### src/rtl/kps_pkg.sv
// Package of the Kalman position smoother: fixed-point formats, register
// indexes, the serial-step control type and reset values.
// Depends on nothing; every other file of the block depends on it.
package kps_pkg;

   localparam int FIELD_W = 31;
   localparam int VAR_W = 32;
   localparam int FRAC_BITS = 28;
   localparam int GAIN_W = FRAC_BITS + 1;
   localparam int DEN_W = VAR_W + 1;
   localparam int REM_W = VAR_W + 2;
   localparam int CNT_W = $clog2(GAIN_W);
   localparam int COORD_WIDTH_DEFAULT = 32;

   localparam int CSR_INDEX_W = 1;
   localparam logic [CSR_INDEX_W-1:0] CSR_PROCESS_NOISE = 1'b0;
   localparam logic [CSR_INDEX_W-1:0] CSR_MEASUREMENT_NOISE = 1'b1;

   localparam logic [VAR_W-1:0] ONE_Q28 = 32'd268435456;
   localparam logic [VAR_W-1:0] Q_RESET = 32'd268435;
   localparam logic [VAR_W-1:0] R_RESET = 32'd26843546;

   typedef struct packed {
      logic load;
      logic step;
   } kps_ctrl_type;

endpackage

### src/rtl/kps_channel_if.sv
// Valid/ready channel interfaces for position fixes in and smoothed
// positions out. Depends on kps_pkg for the field width.
interface kps_req_if;
   logic                                valid;
   logic                                ready;
   logic signed [kps_pkg::FIELD_W-1:0] fix_longitude;
   logic signed [kps_pkg::FIELD_W-1:0] fix_latitude;

   modport source (output valid, output fix_longitude, output fix_latitude, input ready);
   modport sink (input valid, input fix_longitude, input fix_latitude, output ready);
endinterface

interface kps_rsp_if;
   logic                                valid;
   logic                                ready;
   logic signed [kps_pkg::FIELD_W-1:0] smooth_longitude;
   logic signed [kps_pkg::FIELD_W-1:0] smooth_latitude;

   modport source (output valid, output smooth_longitude, output smooth_latitude, input ready);
   modport sink (input valid, input smooth_longitude, input smooth_latitude, output ready);
endinterface

### src/rtl/kps_divider.sv
// Radix-2 restoring divider that produces the Kalman gain one quotient bit
// per cycle while stepping, most significant bit first. Depends on kps_pkg.
module kps_divider (
   input  logic                      clock,
   input  kps_pkg::kps_ctrl_type     ctrl,
   input  logic [kps_pkg::VAR_W-1:0] numer,
   input  logic [kps_pkg::DEN_W-1:0] denom,
   output logic                      qbit
);
   import kps_pkg::*;

   logic [REM_W-1:0] rem_ff, rem_in;
   logic [DEN_W-1:0] den_ff, den_in;
   logic             zero_ff, zero_in;
   logic [REM_W-1:0] den_ext;
   logic [REM_W-1:0] diff;
   logic [REM_W-1:0] kept;
   logic             ge;

   assign den_ext = {1'b0, den_ff};
   assign ge = rem_ff >= den_ext;
   assign diff = rem_ff - den_ext;
   assign kept = ge ? diff : rem_ff;
   // A zero denominator means a zero gain.
   assign qbit = ge && !zero_ff;

   always_comb begin
      rem_in = rem_ff;
      den_in = den_ff;
      zero_in = zero_ff;
      if (ctrl.load) begin
         rem_in = {{(REM_W-VAR_W){1'b0}}, numer};
         den_in = denom;
         zero_in = (denom == '0);
      end else if (ctrl.step) begin
         rem_in = {kept[REM_W-2:0], 1'b0};
      end
   end

   always_ff @(posedge clock) begin
      rem_ff <= rem_in;
      den_ff <= den_in;
      zero_ff <= zero_in;
   end

endmodule

### src/rtl/kps_mac.sv
// Serial multiply lane: accumulates a magnitude times the gain as the gain
// bits arrive most significant first. Depends on kps_pkg.
module kps_mac #(
   parameter int MAG_W = kps_pkg::VAR_W
) (
   input  logic                              clock,
   input  kps_pkg::kps_ctrl_type             ctrl,
   input  logic [MAG_W-1:0]                  mag,
   input  logic                              qbit,
   output logic [MAG_W+kps_pkg::GAIN_W-1:0] product
);
   import kps_pkg::*;

   localparam int ACC_W = MAG_W + GAIN_W;

   logic [MAG_W-1:0] mag_ff, mag_in;
   logic [ACC_W-1:0] acc_ff, acc_in;
   logic [ACC_W-1:0] addend;

   assign addend = qbit ? {{GAIN_W{1'b0}}, mag_ff} : '0;
   assign product = acc_ff;

   always_comb begin
      mag_in = mag_ff;
      acc_in = acc_ff;
      if (ctrl.load) begin
         mag_in = mag;
         acc_in = '0;
      end else if (ctrl.step) begin
         acc_in = {acc_ff[ACC_W-2:0], 1'b0} + addend;
      end
   end

   always_ff @(posedge clock) begin
      mag_ff <= mag_in;
      acc_ff <= acc_in;
   end

endmodule

### src/rtl/kalman_position_smoother.sv
// Top level of the Kalman position smoother: control sequencer, estimate
// and variance registers. Depends on kps_pkg, kps_channel_if, kps_divider
// and kps_mac.
//
// The block smooths (longitude, latitude) fixes in signed Q9.22 with a
// scalar-covariance Kalman filter. The first fix after reset only loads the
// estimate and gives no result. Every later fix goes from its transfer to
// its result in the output register through a setup state, a divide state
// in which the radix-2 gain divider hands one gain bit per cycle to three
// serial multiply lanes (longitude, latitude, variance), an update state
// and a state that loads the output register. The next fix is taken once
// the sequencer is back in idle, also while a result still waits in the
// output register. Process and measurement noise are written through the
// csr port; the user must do so only while the block is idle (unenforced).
module kalman_position_smoother #(
   parameter int COORD_WIDTH = kps_pkg::COORD_WIDTH_DEFAULT
) (
   input  logic                            clock,
   input  logic                            reset,
   kps_req_if.sink                         req_bus,
   kps_rsp_if.source                       rsp_bus,
   input  logic                            csr_we,
   input  logic [kps_pkg::CSR_INDEX_W-1:0] csr_index,
   input  logic [kps_pkg::VAR_W-1:0]       csr_wdata
);
   import kps_pkg::*;

   localparam int CW = COORD_WIDTH;
   localparam int DW = ((CW > FIELD_W) ? CW : FIELD_W) + 1;
   localparam int SW = DW + 2;
   localparam int ACC_W = DW + GAIN_W;
   localparam int VACC_W = VAR_W + GAIN_W;
   localparam logic [CNT_W-1:0] CNT_LAST = CNT_W'(GAIN_W - 1);

   typedef enum logic [4:0] {
      ST_IDLE = 5'b00001,
      ST_PREP = 5'b00010,
      ST_DIV  = 5'b00100,
      ST_UPD  = 5'b01000,
      ST_OUT  = 5'b10000
   } kps_state_type;

   kps_state_type      state_ff, state_in;
   logic               primed_ff, primed_in;
   logic [CNT_W-1:0]   cnt_ff, cnt_in;
   logic [VAR_W-1:0]   q_ff, q_in;
   logic [VAR_W-1:0]   r_ff, r_in;
   logic [VAR_W-1:0]   p_ff, p_in;
   logic [VAR_W-1:0]   pp_ff, pp_in;
   logic [FIELD_W-1:0] zlon_ff, zlon_in;
   logic [FIELD_W-1:0] zlat_ff, zlat_in;
   logic [CW-1:0]      est_lon_ff, est_lon_in;
   logic [CW-1:0]      est_lat_ff, est_lat_in;
   logic               neg_lon_ff, neg_lon_in;
   logic               neg_lat_ff, neg_lat_in;
   logic               rsp_valid_ff, rsp_valid_in;
   logic [FIELD_W-1:0] rsp_lon_ff, rsp_lon_in;
   logic [FIELD_W-1:0] rsp_lat_ff, rsp_lat_in;

   kps_ctrl_type       ctrl;
   logic               req_accept;
   logic [VAR_W:0]     pp_sum;
   logic [VAR_W-1:0]   pp_sat;
   logic [DEN_W-1:0]   den;
   logic [DW-1:0]      d_lon, d_lat;
   logic [DW-1:0]      mag_lon, mag_lat;
   logic               qbit;
   logic [ACC_W-1:0]   prod_lon, prod_lat;
   logic [VACC_W-1:0]  prod_var;
   logic [SW-1:0]      step_lon, step_lat;
   logic [SW-1:0]      x_lon, x_lat;
   logic [VAR_W:0]     kp;

   function automatic logic [CW-1:0] sat_coord(input logic [SW-1:0] v);
      logic [SW-1:0] hi;
      logic [SW-1:0] lo;
      logic [CW-1:0] res;
      hi = {{(SW-CW+1){1'b0}}, {(CW-1){1'b1}}};
      lo = ~hi;
      if ($signed(v) > $signed(hi)) begin
         res = hi[CW-1:0];
      end else if ($signed(v) < $signed(lo)) begin
         res = lo[CW-1:0];
      end else begin
         res = v[CW-1:0];
      end
      return res;
   endfunction

   function automatic logic [FIELD_W-1:0] sat_field(input logic [CW-1:0] e);
      logic [SW-1:0]      v;
      logic [SW-1:0]      hi;
      logic [SW-1:0]      lo;
      logic [FIELD_W-1:0] res;
      v = {{(SW-CW){e[CW-1]}}, e};
      hi = {{(SW-FIELD_W+1){1'b0}}, {(FIELD_W-1){1'b1}}};
      lo = ~hi;
      if ($signed(v) > $signed(hi)) begin
         res = hi[FIELD_W-1:0];
      end else if ($signed(v) < $signed(lo)) begin
         res = lo[FIELD_W-1:0];
      end else begin
         res = v[FIELD_W-1:0];
      end
      return res;
   endfunction

   assign req_bus.ready = (state_ff == ST_IDLE);
   assign req_accept = req_bus.valid && req_bus.ready;
   assign rsp_bus.valid = rsp_valid_ff;
   assign rsp_bus.smooth_longitude = rsp_lon_ff;
   assign rsp_bus.smooth_latitude = rsp_lat_ff;

   assign pp_sum = {1'b0, p_ff} + {1'b0, q_ff};
   assign pp_sat = pp_sum[VAR_W] ? '1 : pp_sum[VAR_W-1:0];
   assign den = {1'b0, pp_sat} + {1'b0, r_ff};

   assign d_lon = {{(DW-FIELD_W){zlon_ff[FIELD_W-1]}}, zlon_ff}
                - {{(DW-CW){est_lon_ff[CW-1]}}, est_lon_ff};
   assign d_lat = {{(DW-FIELD_W){zlat_ff[FIELD_W-1]}}, zlat_ff}
                - {{(DW-CW){est_lat_ff[CW-1]}}, est_lat_ff};
   assign mag_lon = d_lon[DW-1] ? (~d_lon + 1'b1) : d_lon;
   assign mag_lat = d_lat[DW-1] ? (~d_lat + 1'b1) : d_lat;

   assign x_lon = {{(SW-CW){est_lon_ff[CW-1]}}, est_lon_ff};
   assign x_lat = {{(SW-CW){est_lat_ff[CW-1]}}, est_lat_ff};
   assign step_lon = {{(SW-(ACC_W-FRAC_BITS)){1'b0}}, prod_lon[ACC_W-1:FRAC_BITS]};
   assign step_lat = {{(SW-(ACC_W-FRAC_BITS)){1'b0}}, prod_lat[ACC_W-1:FRAC_BITS]};
   assign kp = prod_var[VACC_W-1:FRAC_BITS];

   kps_divider u_divider (
      .clock (clock),
      .ctrl  (ctrl),
      .numer (pp_sat),
      .denom (den),
      .qbit  (qbit)
   );

   kps_mac #(.MAG_W(DW)) u_mac_lon (
      .clock   (clock),
      .ctrl    (ctrl),
      .mag     (mag_lon),
      .qbit    (qbit),
      .product (prod_lon)
   );

   kps_mac #(.MAG_W(DW)) u_mac_lat (
      .clock   (clock),
      .ctrl    (ctrl),
      .mag     (mag_lat),
      .qbit    (qbit),
      .product (prod_lat)
   );

   kps_mac #(.MAG_W(VAR_W)) u_mac_var (
      .clock   (clock),
      .ctrl    (ctrl),
      .mag     (pp_sat),
      .qbit    (qbit),
      .product (prod_var)
   );

   always_comb begin
      state_in = state_ff;
      primed_in = primed_ff;
      cnt_in = cnt_ff;
      q_in = q_ff;
      r_in = r_ff;
      p_in = p_ff;
      pp_in = pp_ff;
      zlon_in = zlon_ff;
      zlat_in = zlat_ff;
      est_lon_in = est_lon_ff;
      est_lat_in = est_lat_ff;
      neg_lon_in = neg_lon_ff;
      neg_lat_in = neg_lat_ff;
      rsp_valid_in = rsp_valid_ff && !rsp_bus.ready;
      rsp_lon_in = rsp_lon_ff;
      rsp_lat_in = rsp_lat_ff;
      ctrl = '0;

      if (csr_we) begin
         case (csr_index)
            CSR_PROCESS_NOISE: begin
               q_in = csr_wdata;
            end
            CSR_MEASUREMENT_NOISE: begin
               r_in = csr_wdata;
            end
            default: begin
            end
         endcase
      end

      case (state_ff)
         ST_IDLE: begin
            if (req_accept) begin
               zlon_in = req_bus.fix_longitude;
               zlat_in = req_bus.fix_latitude;
               if (!primed_ff) begin
                  est_lon_in = sat_coord({{(SW-FIELD_W){req_bus.fix_longitude[FIELD_W-1]}},
                                          req_bus.fix_longitude});
                  est_lat_in = sat_coord({{(SW-FIELD_W){req_bus.fix_latitude[FIELD_W-1]}},
                                          req_bus.fix_latitude});
                  primed_in = 1'b1;
               end else begin
                  state_in = ST_PREP;
               end
            end
         end
         ST_PREP: begin
            ctrl.load = 1'b1;
            pp_in = pp_sat;
            neg_lon_in = d_lon[DW-1];
            neg_lat_in = d_lat[DW-1];
            cnt_in = '0;
            state_in = ST_DIV;
         end
         ST_DIV: begin
            ctrl.step = 1'b1;
            if (cnt_ff == CNT_LAST) begin
               state_in = ST_UPD;
            end else begin
               cnt_in = cnt_ff + 1'b1;
            end
         end
         ST_UPD: begin
            est_lon_in = sat_coord(neg_lon_ff ? (x_lon - step_lon) : (x_lon + step_lon));
            est_lat_in = sat_coord(neg_lat_ff ? (x_lat - step_lat) : (x_lat + step_lat));
            p_in = pp_ff - kp[VAR_W-1:0];
            state_in = ST_OUT;
         end
         ST_OUT: begin
            if (!rsp_valid_ff || rsp_bus.ready) begin
               rsp_valid_in = 1'b1;
               rsp_lon_in = sat_field(est_lon_ff);
               rsp_lat_in = sat_field(est_lat_ff);
               state_in = ST_IDLE;
            end
         end
         default: begin
            state_in = ST_IDLE;
         end
      endcase
   end

   always_ff @(posedge clock) begin
      if (reset) begin
         state_ff <= ST_IDLE;
         primed_ff <= 1'b0;
         cnt_ff <= '0;
         q_ff <= Q_RESET;
         r_ff <= R_RESET;
         p_ff <= ONE_Q28;
         rsp_valid_ff <= 1'b0;
      end else begin
         state_ff <= state_in;
         primed_ff <= primed_in;
         cnt_ff <= cnt_in;
         q_ff <= q_in;
         r_ff <= r_in;
         p_ff <= p_in;
         rsp_valid_ff <= rsp_valid_in;
      end
      pp_ff <= pp_in;
      zlon_ff <= zlon_in;
      zlat_ff <= zlat_in;
      est_lon_ff <= est_lon_in;
      est_lat_ff <= est_lat_in;
      neg_lon_ff <= neg_lon_in;
      neg_lat_ff <= neg_lat_in;
      rsp_lon_ff <= rsp_lon_in;
      rsp_lat_ff <= rsp_lat_in;
   end

endmodule

### src/flat_wrapper.sv
// flat-port wrapper written by rule: the top's interface ports become plain ports
module kalman_position_smoother_flat import kps_pkg::*;
#(
   parameter int COORD_WIDTH = kps_pkg::COORD_WIDTH_DEFAULT
)
  (clock, reset, csr_we, csr_index, csr_wdata, req_bus_valid, req_bus_fix_longitude, req_bus_fix_latitude, req_bus_ready, rsp_bus_valid, rsp_bus_smooth_longitude, rsp_bus_smooth_latitude, rsp_bus_ready);
  kps_req_if req_bus_i ();
  kps_rsp_if rsp_bus_i ();
  input  logic clock;
  input  logic reset;
  input  logic csr_we;
  input  logic [kps_pkg::CSR_INDEX_W-1:0] csr_index;
  input  logic [kps_pkg::VAR_W-1:0] csr_wdata;
  input wire logic [$bits(req_bus_i.valid)-1:0] req_bus_valid;
  input wire logic [$bits(req_bus_i.fix_longitude)-1:0] req_bus_fix_longitude;
  input wire logic [$bits(req_bus_i.fix_latitude)-1:0] req_bus_fix_latitude;
  output wire logic [$bits(req_bus_i.ready)-1:0] req_bus_ready;
  output wire logic [$bits(rsp_bus_i.valid)-1:0] rsp_bus_valid;
  output wire logic [$bits(rsp_bus_i.smooth_longitude)-1:0] rsp_bus_smooth_longitude;
  output wire logic [$bits(rsp_bus_i.smooth_latitude)-1:0] rsp_bus_smooth_latitude;
  input wire logic [$bits(rsp_bus_i.ready)-1:0] rsp_bus_ready;
  assign req_bus_i.valid = req_bus_valid;
  assign req_bus_i.fix_longitude = req_bus_fix_longitude;
  assign req_bus_i.fix_latitude = req_bus_fix_latitude;
  assign req_bus_ready = req_bus_i.ready;
  assign rsp_bus_valid = rsp_bus_i.valid;
  assign rsp_bus_smooth_longitude = rsp_bus_i.smooth_longitude;
  assign rsp_bus_smooth_latitude = rsp_bus_i.smooth_latitude;
  assign rsp_bus_i.ready = rsp_bus_ready;
  kalman_position_smoother #(.COORD_WIDTH(COORD_WIDTH)) u_core (.clock(clock), .reset(reset), .req_bus(req_bus_i), .rsp_bus(rsp_bus_i), .csr_we(csr_we), .csr_index(csr_index), .csr_wdata(csr_wdata));
endmodule
### config.mk
export PLATFORM = sky130hd
export DESIGN_NAME = kalman_position_smoother_flat
export DESIGN_NICKNAME = d
export VERILOG_FILES = /design/src/rtl/kps_pkg.sv /design/src/rtl/kps_channel_if.sv /design/src/rtl/kps_divider.sv /design/src/rtl/kps_mac.sv /design/src/rtl/kalman_position_smoother.sv /design/src/flat_wrapper.sv
export SDC_FILE = /design/constraint.sdc
export NUM_CORES = 2
export LEC_CHECK = 0
export ABC_AREA = 1
export BUFFER_PORTS_ARGS = -buffer_cell sky130_fd_sc_hd__buf_4
export CORE_ASPECT_RATIO = 1.5
export CORE_UTILIZATION = 52
export CTS_BUF_LIST = sky130_fd_sc_hd__clkbuf_8 sky130_fd_sc_hd__clkbuf_16
export DETAILED_ROUTE_END_ITERATION = 8
export PLACE_DENSITY = 0.7
export SLEW_MARGIN = 30
export SYNTH_ARGS = -nofsm -noshare
export SYNTH_HDL_FRONTEND = slang
export SYNTH_HIERARCHICAL = 1
export SYNTH_SLANG_ARGS = --single-unit
export TNS_END_PERCENT = 1
### constraint.sdc
create_clock -name clock -period 8.1 [get_ports clock]
set_clock_uncertainty 0.1 [all_clocks]
set_input_delay 0.81 -clock clock [delete_from_list [all_inputs] [get_ports clock]]
set_output_delay 0.81 -clock clock [all_outputs]
set_load 0.01 [all_outputs]
After elaboration in Yosys (flattened, before gate mapping)
Cells that the tools add are included.
{ "classes": {"add_sub_neg": 16, "order_cmp": 13, "eq_ne": 12, "muxes": 38, "bitwise": 3, "n_reduce_logical": 18} }
{ "op_table": {"columns": ["op", "count"], "rows": [
  ["2-to-1 mux 32 bit", 18],
  ["one-hot mux 32 bit (2 select lines)", 2],
  ["adder 62 bit", 2],
  ["2-to-1 mux 33 bit", 3],
  ["adder 35 x 34 -> 35 bit", 2],
  ["> comparator 35 x 32 -> 1 bit, second input constant", 2],
  ["< comparator 35 x 32 -> 1 bit, second input constant", 2],
  ["2-to-1 mux 35 bit", 2],
  ["subtractor 35 x 34 -> 35 bit", 2],
  ["adder 32 x 32 -> 33 bit", 2],
  ["adder 33 x 1 -> 33 bit, second input constant", 2],
  ["NOT 33 bit", 2],
  ["subtractor 31 x 32 -> 33 bit", 2],
  ["> comparator 31 x 32 -> 1 bit, second input constant", 2],
  ["> comparator 32 x 31 -> 1 bit, second input constant", 2],
  ["< comparator 31 x 32 -> 1 bit, second input constant", 2],
  ["< comparator 32 x 31 -> 1 bit, second input constant", 2],
  ["2-to-1 mux 31 bit", 2],
  ["adder 60 x 32 -> 60 bit", 1],
  ["greater-or-equal comparator 34 x 33 -> 1 bit", 1],
  ["logical NOT 33 bit", 1],
  ["subtractor 33 bit", 1],
  ["subtractor 32 bit", 1],
  ["2-to-1 mux 5 bit", 5],
  ["19 further kinds", 37]
]} }
{ "word_totals": {"ff_bits": 680, "inputBits": 100, "out_inout_bits": 64, "word_cells": 128} }

Depth between registers and ports, before layout
{ "logic_depth": {"word_depth": 6, "mapped_depth": 32, "depth_no_buf": 31} }

Cells and area by module
The synthesis kept the hierarchy.
{ "by_module_without_submodules": {"columns": ["mod", "n_inst", "cells_per_inst", "area_each_um2", "seq_area_each_um2"], "rows": [
  ["kalman_position_smoother", 1, 4672, 30666.9, 8828.5],
  ["kps_mac (u_core.u_mac_lat ...)", 2, 1265, 7531.0, 2232.1],
  ["kps_mac (u_core.u_mac_var)", 1, 1236, 7372.1, 2182.1],
  ["kps_divider", 1, 863, 5851.9, 2021.9]
]} }

Worst setup path after synthesis
Ideal clock, no wire load.
{ "synth_path": {"path_kind": "flip-flop to flip-flop", "from": "register u_core.state_ff[2]", "to": "register u_core.est_lat_ff[0] (enable)", "setup_ns": 0.581, "arrival_ns": 5.783, "required_ns": 7.419, "slack_ns": 1.635, "stages_incl_launch_ff": 6, "path_buffers": 0, "period_less_slack_ns": 6.465, "path_cell_list": "dfxtp_1 -> nor2_1 -> nand2_1 -> nor3_1 -> inv_1 -> o31ai_1"} }
{ "synth_between": {"elab_chain_cells": 4, "word_cells_on_any_way": 7, "classes_between": "eq/ne (4); reduce/logical (3)"} }
{ "synth_rtl": {"columns": ["element", "line", "text"], "rows": [
  ["start, declared", "kalman_position_smoother.sv:43", "kps_state_type state_ff, state_in;"],
  ["start signal, assigned", "kalman_position_smoother.sv:257", "state_ff <= state_in;"],
  ["equality test 5 x 1 -> 1 bit *", "kalman_position_smoother.sv:108", "assign req_bus.ready = (state_ff == ST_IDLE);"],
  ["net req_bus_ready", "flat_wrapper.sv:17", "output wire logic [$bits(req_bus_i.ready)-1:0] req_bus_ready;"],
  ["logical AND 1 bit", "kalman_position_smoother.sv:109", "assign req_accept = req_bus.valid && req_bus.ready;"],
  ["inequality test 2 bit (no source line)", null, null],
  ["AND reduction 3 bit (no source line) *", null, null],
  ["end signal, assigned", "kalman_position_smoother.sv:269", "est_lat_ff <= est_lat_in;"],
  ["end, declared", "kalman_position_smoother.sv:53", "logic [CW-1:0] est_lat_ff, est_lat_in;"]
]} }
Mark *: on every way through the listed nets, which the timed path passes. The rest lies on a longest branch.
A chain may end at the register's enable or synchronous reset.

Worst setup path in the final report
{ "layout_path": {"from": "register u_core.q_ff[0]", "to": "register u_core.u_divider.zero_ff (data pin)"} }
{ "layout_between": {"elab_chain_cells": 4} }
{ "layout_rtl": {"columns": ["element", "line", "text"], "rows": [
  ["start, declared", "kalman_position_smoother.sv:46", "logic [VAR_W-1:0] q_ff, q_in;"],
  ["start signal, assigned", "kalman_position_smoother.sv:260", "q_ff <= q_in;"],
  ["adder 32 x 32 -> 33 bit", "kalman_position_smoother.sv:114", "assign pp_sum = {1'b0, p_ff} + {1'b0, q_ff};"],
  ["2-to-1 mux 32 bit", "kalman_position_smoother.sv:115", "assign pp_sat = pp_sum[VAR_W] ? '1 : pp_sum[VAR_W-1:0];"],
  ["net u_core.pp_sat[2]", "kalman_position_smoother.sv:63", "logic [VAR_W-1:0] pp_sat;"],
  ["adder 32 x 32 -> 33 bit", "kalman_position_smoother.sv:116", "assign den = {1'b0, pp_sat} + {1'b0, r_ff};"],
  ["net u_core.den[19]", "kalman_position_smoother.sv:64", "logic [DEN_W-1:0] den;"],
  ["logical NOT 33 bit", "kps_divider.sv:34", "zero_in = (denom == '0);"],
  ["end signal, assigned", "kps_divider.sv:43", "zero_ff <= zero_in;"],
  ["end, declared", "kps_divider.sv:14", "logic zero_ff, zero_in;"]
]} }
The timed path passes the listed nets, and every way through them passes these cells.

==> run_results.csv <==
group,metric,value,unit
routing,vias,58809,
global_route,first_global_vias,56895,
worst_setup_path,crit_type,"register to register",
routing,first_iter_violations,4622,
clock_network,cts_buffers,73,
sta,slew_viol_final,0,
worst_setup_path,critPathSlowestCell,"o21ai_0",
clock_network,clockRootBuffer,"clkbuf_16",
clock_network,clk_path_buf_depth,3,
sta,relSlewSlack,0.262,
clock_network,clk_latency,0.70,ns
synth,synth_fp_nets,9759,
job,maxCapViolCount,0,
die,dieArea,115000,sq um
worst_setup_path,worst_ep_required_time,8.51,ns
die,initial_core_util,0.526,
sta,finalHoldViolCount,0,
sta,tightest_slew,1.11,ns
worst_setup_path,cp_max_fo,21,
die,die-width,277,um
status,status,"complete, no violations",
clock_network,htreeDepth,3,
die,io_pins,164,
worst_setup_path,worst_path_largest_cell_delay,0.55,ns
global_route,grt_antenna_before_repair,6,
sta,rsz0062_at_grt,"no",
placed_design,hpwl,172,mm
placed_design,gp_congestion,1.01,
die,fp.coreArea,112000,sq um
routing,vias_per_cell,5.40,
sta,hold_ws,0.204,ns
routing,wl,213,mm
worst_setup_path,critical_path.endpoint_type,"register",
routing,drc,0,
sta,fmax,153,MHz
routing,routedWlPerCell,19.5,um
final_layout,nNetsFinal,9859,
global_route,grt_max_degree,166,
synth,syn_avg_cell_area,6.34,sq um
power,ir_drop,0.000296,V
synth,ys_warn_count,6,
clock_network,cts.sinks,680,
clock_network,cts_tree,"built",
clock_network,cts_hold_buf,0,
sta,layout_min_cycle_time,6.55,ns
sta,setup_violations,0,
synth,synthCells,9287,
die,dieHeight,414,um
final_layout,drive_gt1_frac,0.0587,
global_route,grt_usage,0.363,
global_route,grt_overflow,0,
sta,fin_crit_sh,0.809,
placed_design,io_buffers,163,
final_layout,area_growth_syn_to_layout,8.77,%
clock_network,clk_pin_slew_worst_paths,0.07,ns
worst_setup_path,arrival,6.96,ns
min_path,hold_path_class,"input pin to register",
synth,netlist_area,58900,sq um
routing,drt_first_pass_iters,6,
die,fp-row-count,150,
worst_setup_path,startpoint_type,"register",
clock_network,postCtsResizedCells,0,
power,leakagePower,34.5,nW
global_route,grt_first_pass_wirelength,320,mm
placed_design,dpl-instance-area,61500,sq um
routing,ant_nets,0,
clock_network,post_cts_buffers,0,
power,p_per_area,305,nW/um^2
sta,fin_setup_tns,0,ns
final_layout,fin_area,64000,sq um
path summary, 6_finish.rpt:
check	slack [ns]	start	to	cells after the start
max	1.55	u_core/q_ff[0]$_SDFFE_PP1P_	u_core/u_divider/zero_ff$_DFFE_PP_	29
min reg2reg	0.37	u_core/q_ff[0]$_SDFFE_PP1P_	u_core/q_ff[0]$_SDFFE_PP1P_	2
min	0.20	req_bus_fix_latitude[18]	u_core/zlat_ff[18]$_DFFE_PP_	1
max reg2reg	1.55	u_core/q_ff[0]$_SDFFE_PP1P_	u_core/u_divider/zero_ff$_DFFE_PP_	29
report_power, final:
part           leakage (nW)  switching [mW]  internal (mW)  total [mW]
Clock                  1.26            1.56           2.02        3.58
Sequential             5.96           0.744           4.53        5.27
Combinational          27.2            7.26           3.39        10.7
registers in the layout, summed over array words and instances, names as in the netlist, 32 cells and up:
name                      count
u_core/u_mac_lat/product     62
u_core/u_mac_lon/product     62
u_core/u_mac_var/product     60
u_core/u_divider/rem_ff      34
u_core/u_divider/den_ff      33
u_core/u_mac_lat/mag_ff      33
u_core/u_mac_lon/mag_ff      33
u_core/est_lat_ff            32
u_core/est_lon_ff            32
u_core/p_ff                  32
u_core/pp_ff                 32
u_core/q_ff                  32
u_core/r_ff                  32
u_core/u_mac_var/mag_ff      32
metrics by stage:
step,power (mW),util,cells,worst slack (ns)
after floorplan,12.8,-,9287,1.64
after global placement,15.7,0.550,10755,1.81
after detailed placement,15.7,0.550,10756,1.73
after CTS,19.4,0.572,10892,1.70
after global routing,21.0,0.572,10892,1.26
final,19.5,0.572,10893,1.55
worst max-delay path, delay by kind of cell (launching register included):
| family | cells | cell delay, ns |
|---|---|---|
| buffers and inverters | 4 | 0.53 |
| AO/OA/AOI/OAI | 10 | 2.95 |
| XOR/XNOR | 1 | 0.17 |
| flip-flops | 1 | 0.31 |
| AND/OR/NAND/NOR | 11 | 1.48 |
| adder cells (fa/ha/maj) | 3 | 0.82 |
routing by layer:
layer	track usage	wire (um)	vias to the layer above
met2	0.645	104000	1841
met3	0.0468	11500	654
li1	-	-	29412
met1	0.382	77400	26894
met5	0	51	-
met4	0.303	19800	8
cell type report:
cell class	count	area, sq um
fillers	11260	47800
clock inverters	59	596
well taps	1444	1810
clock buffers	77	1920
multi-input cells	6711	34200
flip-flops and latches	680	17500
diodes	1	2.50
repair buffers	196	1520
inverters	1725	6490
layout by cell type, fill, tap and decap left out, types with 47 or more instances in the layout:
| cell | n |
|---|---|
| a21oi_1 | 538 |
| nand2_1 | 2907 |
| dfxtp_1 | 294 |
| o21ai_0 | 312 |
| nor2_2 | 47 |
| nand4_1 | 105 |
| edfxtp_1 | 386 |
| xor2_1 | 256 |
| buf_4 | 190 |
| inv_1 | 1672 |
| nand3_1 | 573 |
| nor3_1 | 85 |
| ha_1 | 361 |
| inv_2 | 58 |
| xnor2_1 | 74 |
| nor2_1 | 993 |
| nand3b_1 | 69 |
| clkbuf_16 | 76 |
No activity file was read; power rests on OpenSTA's default activity.
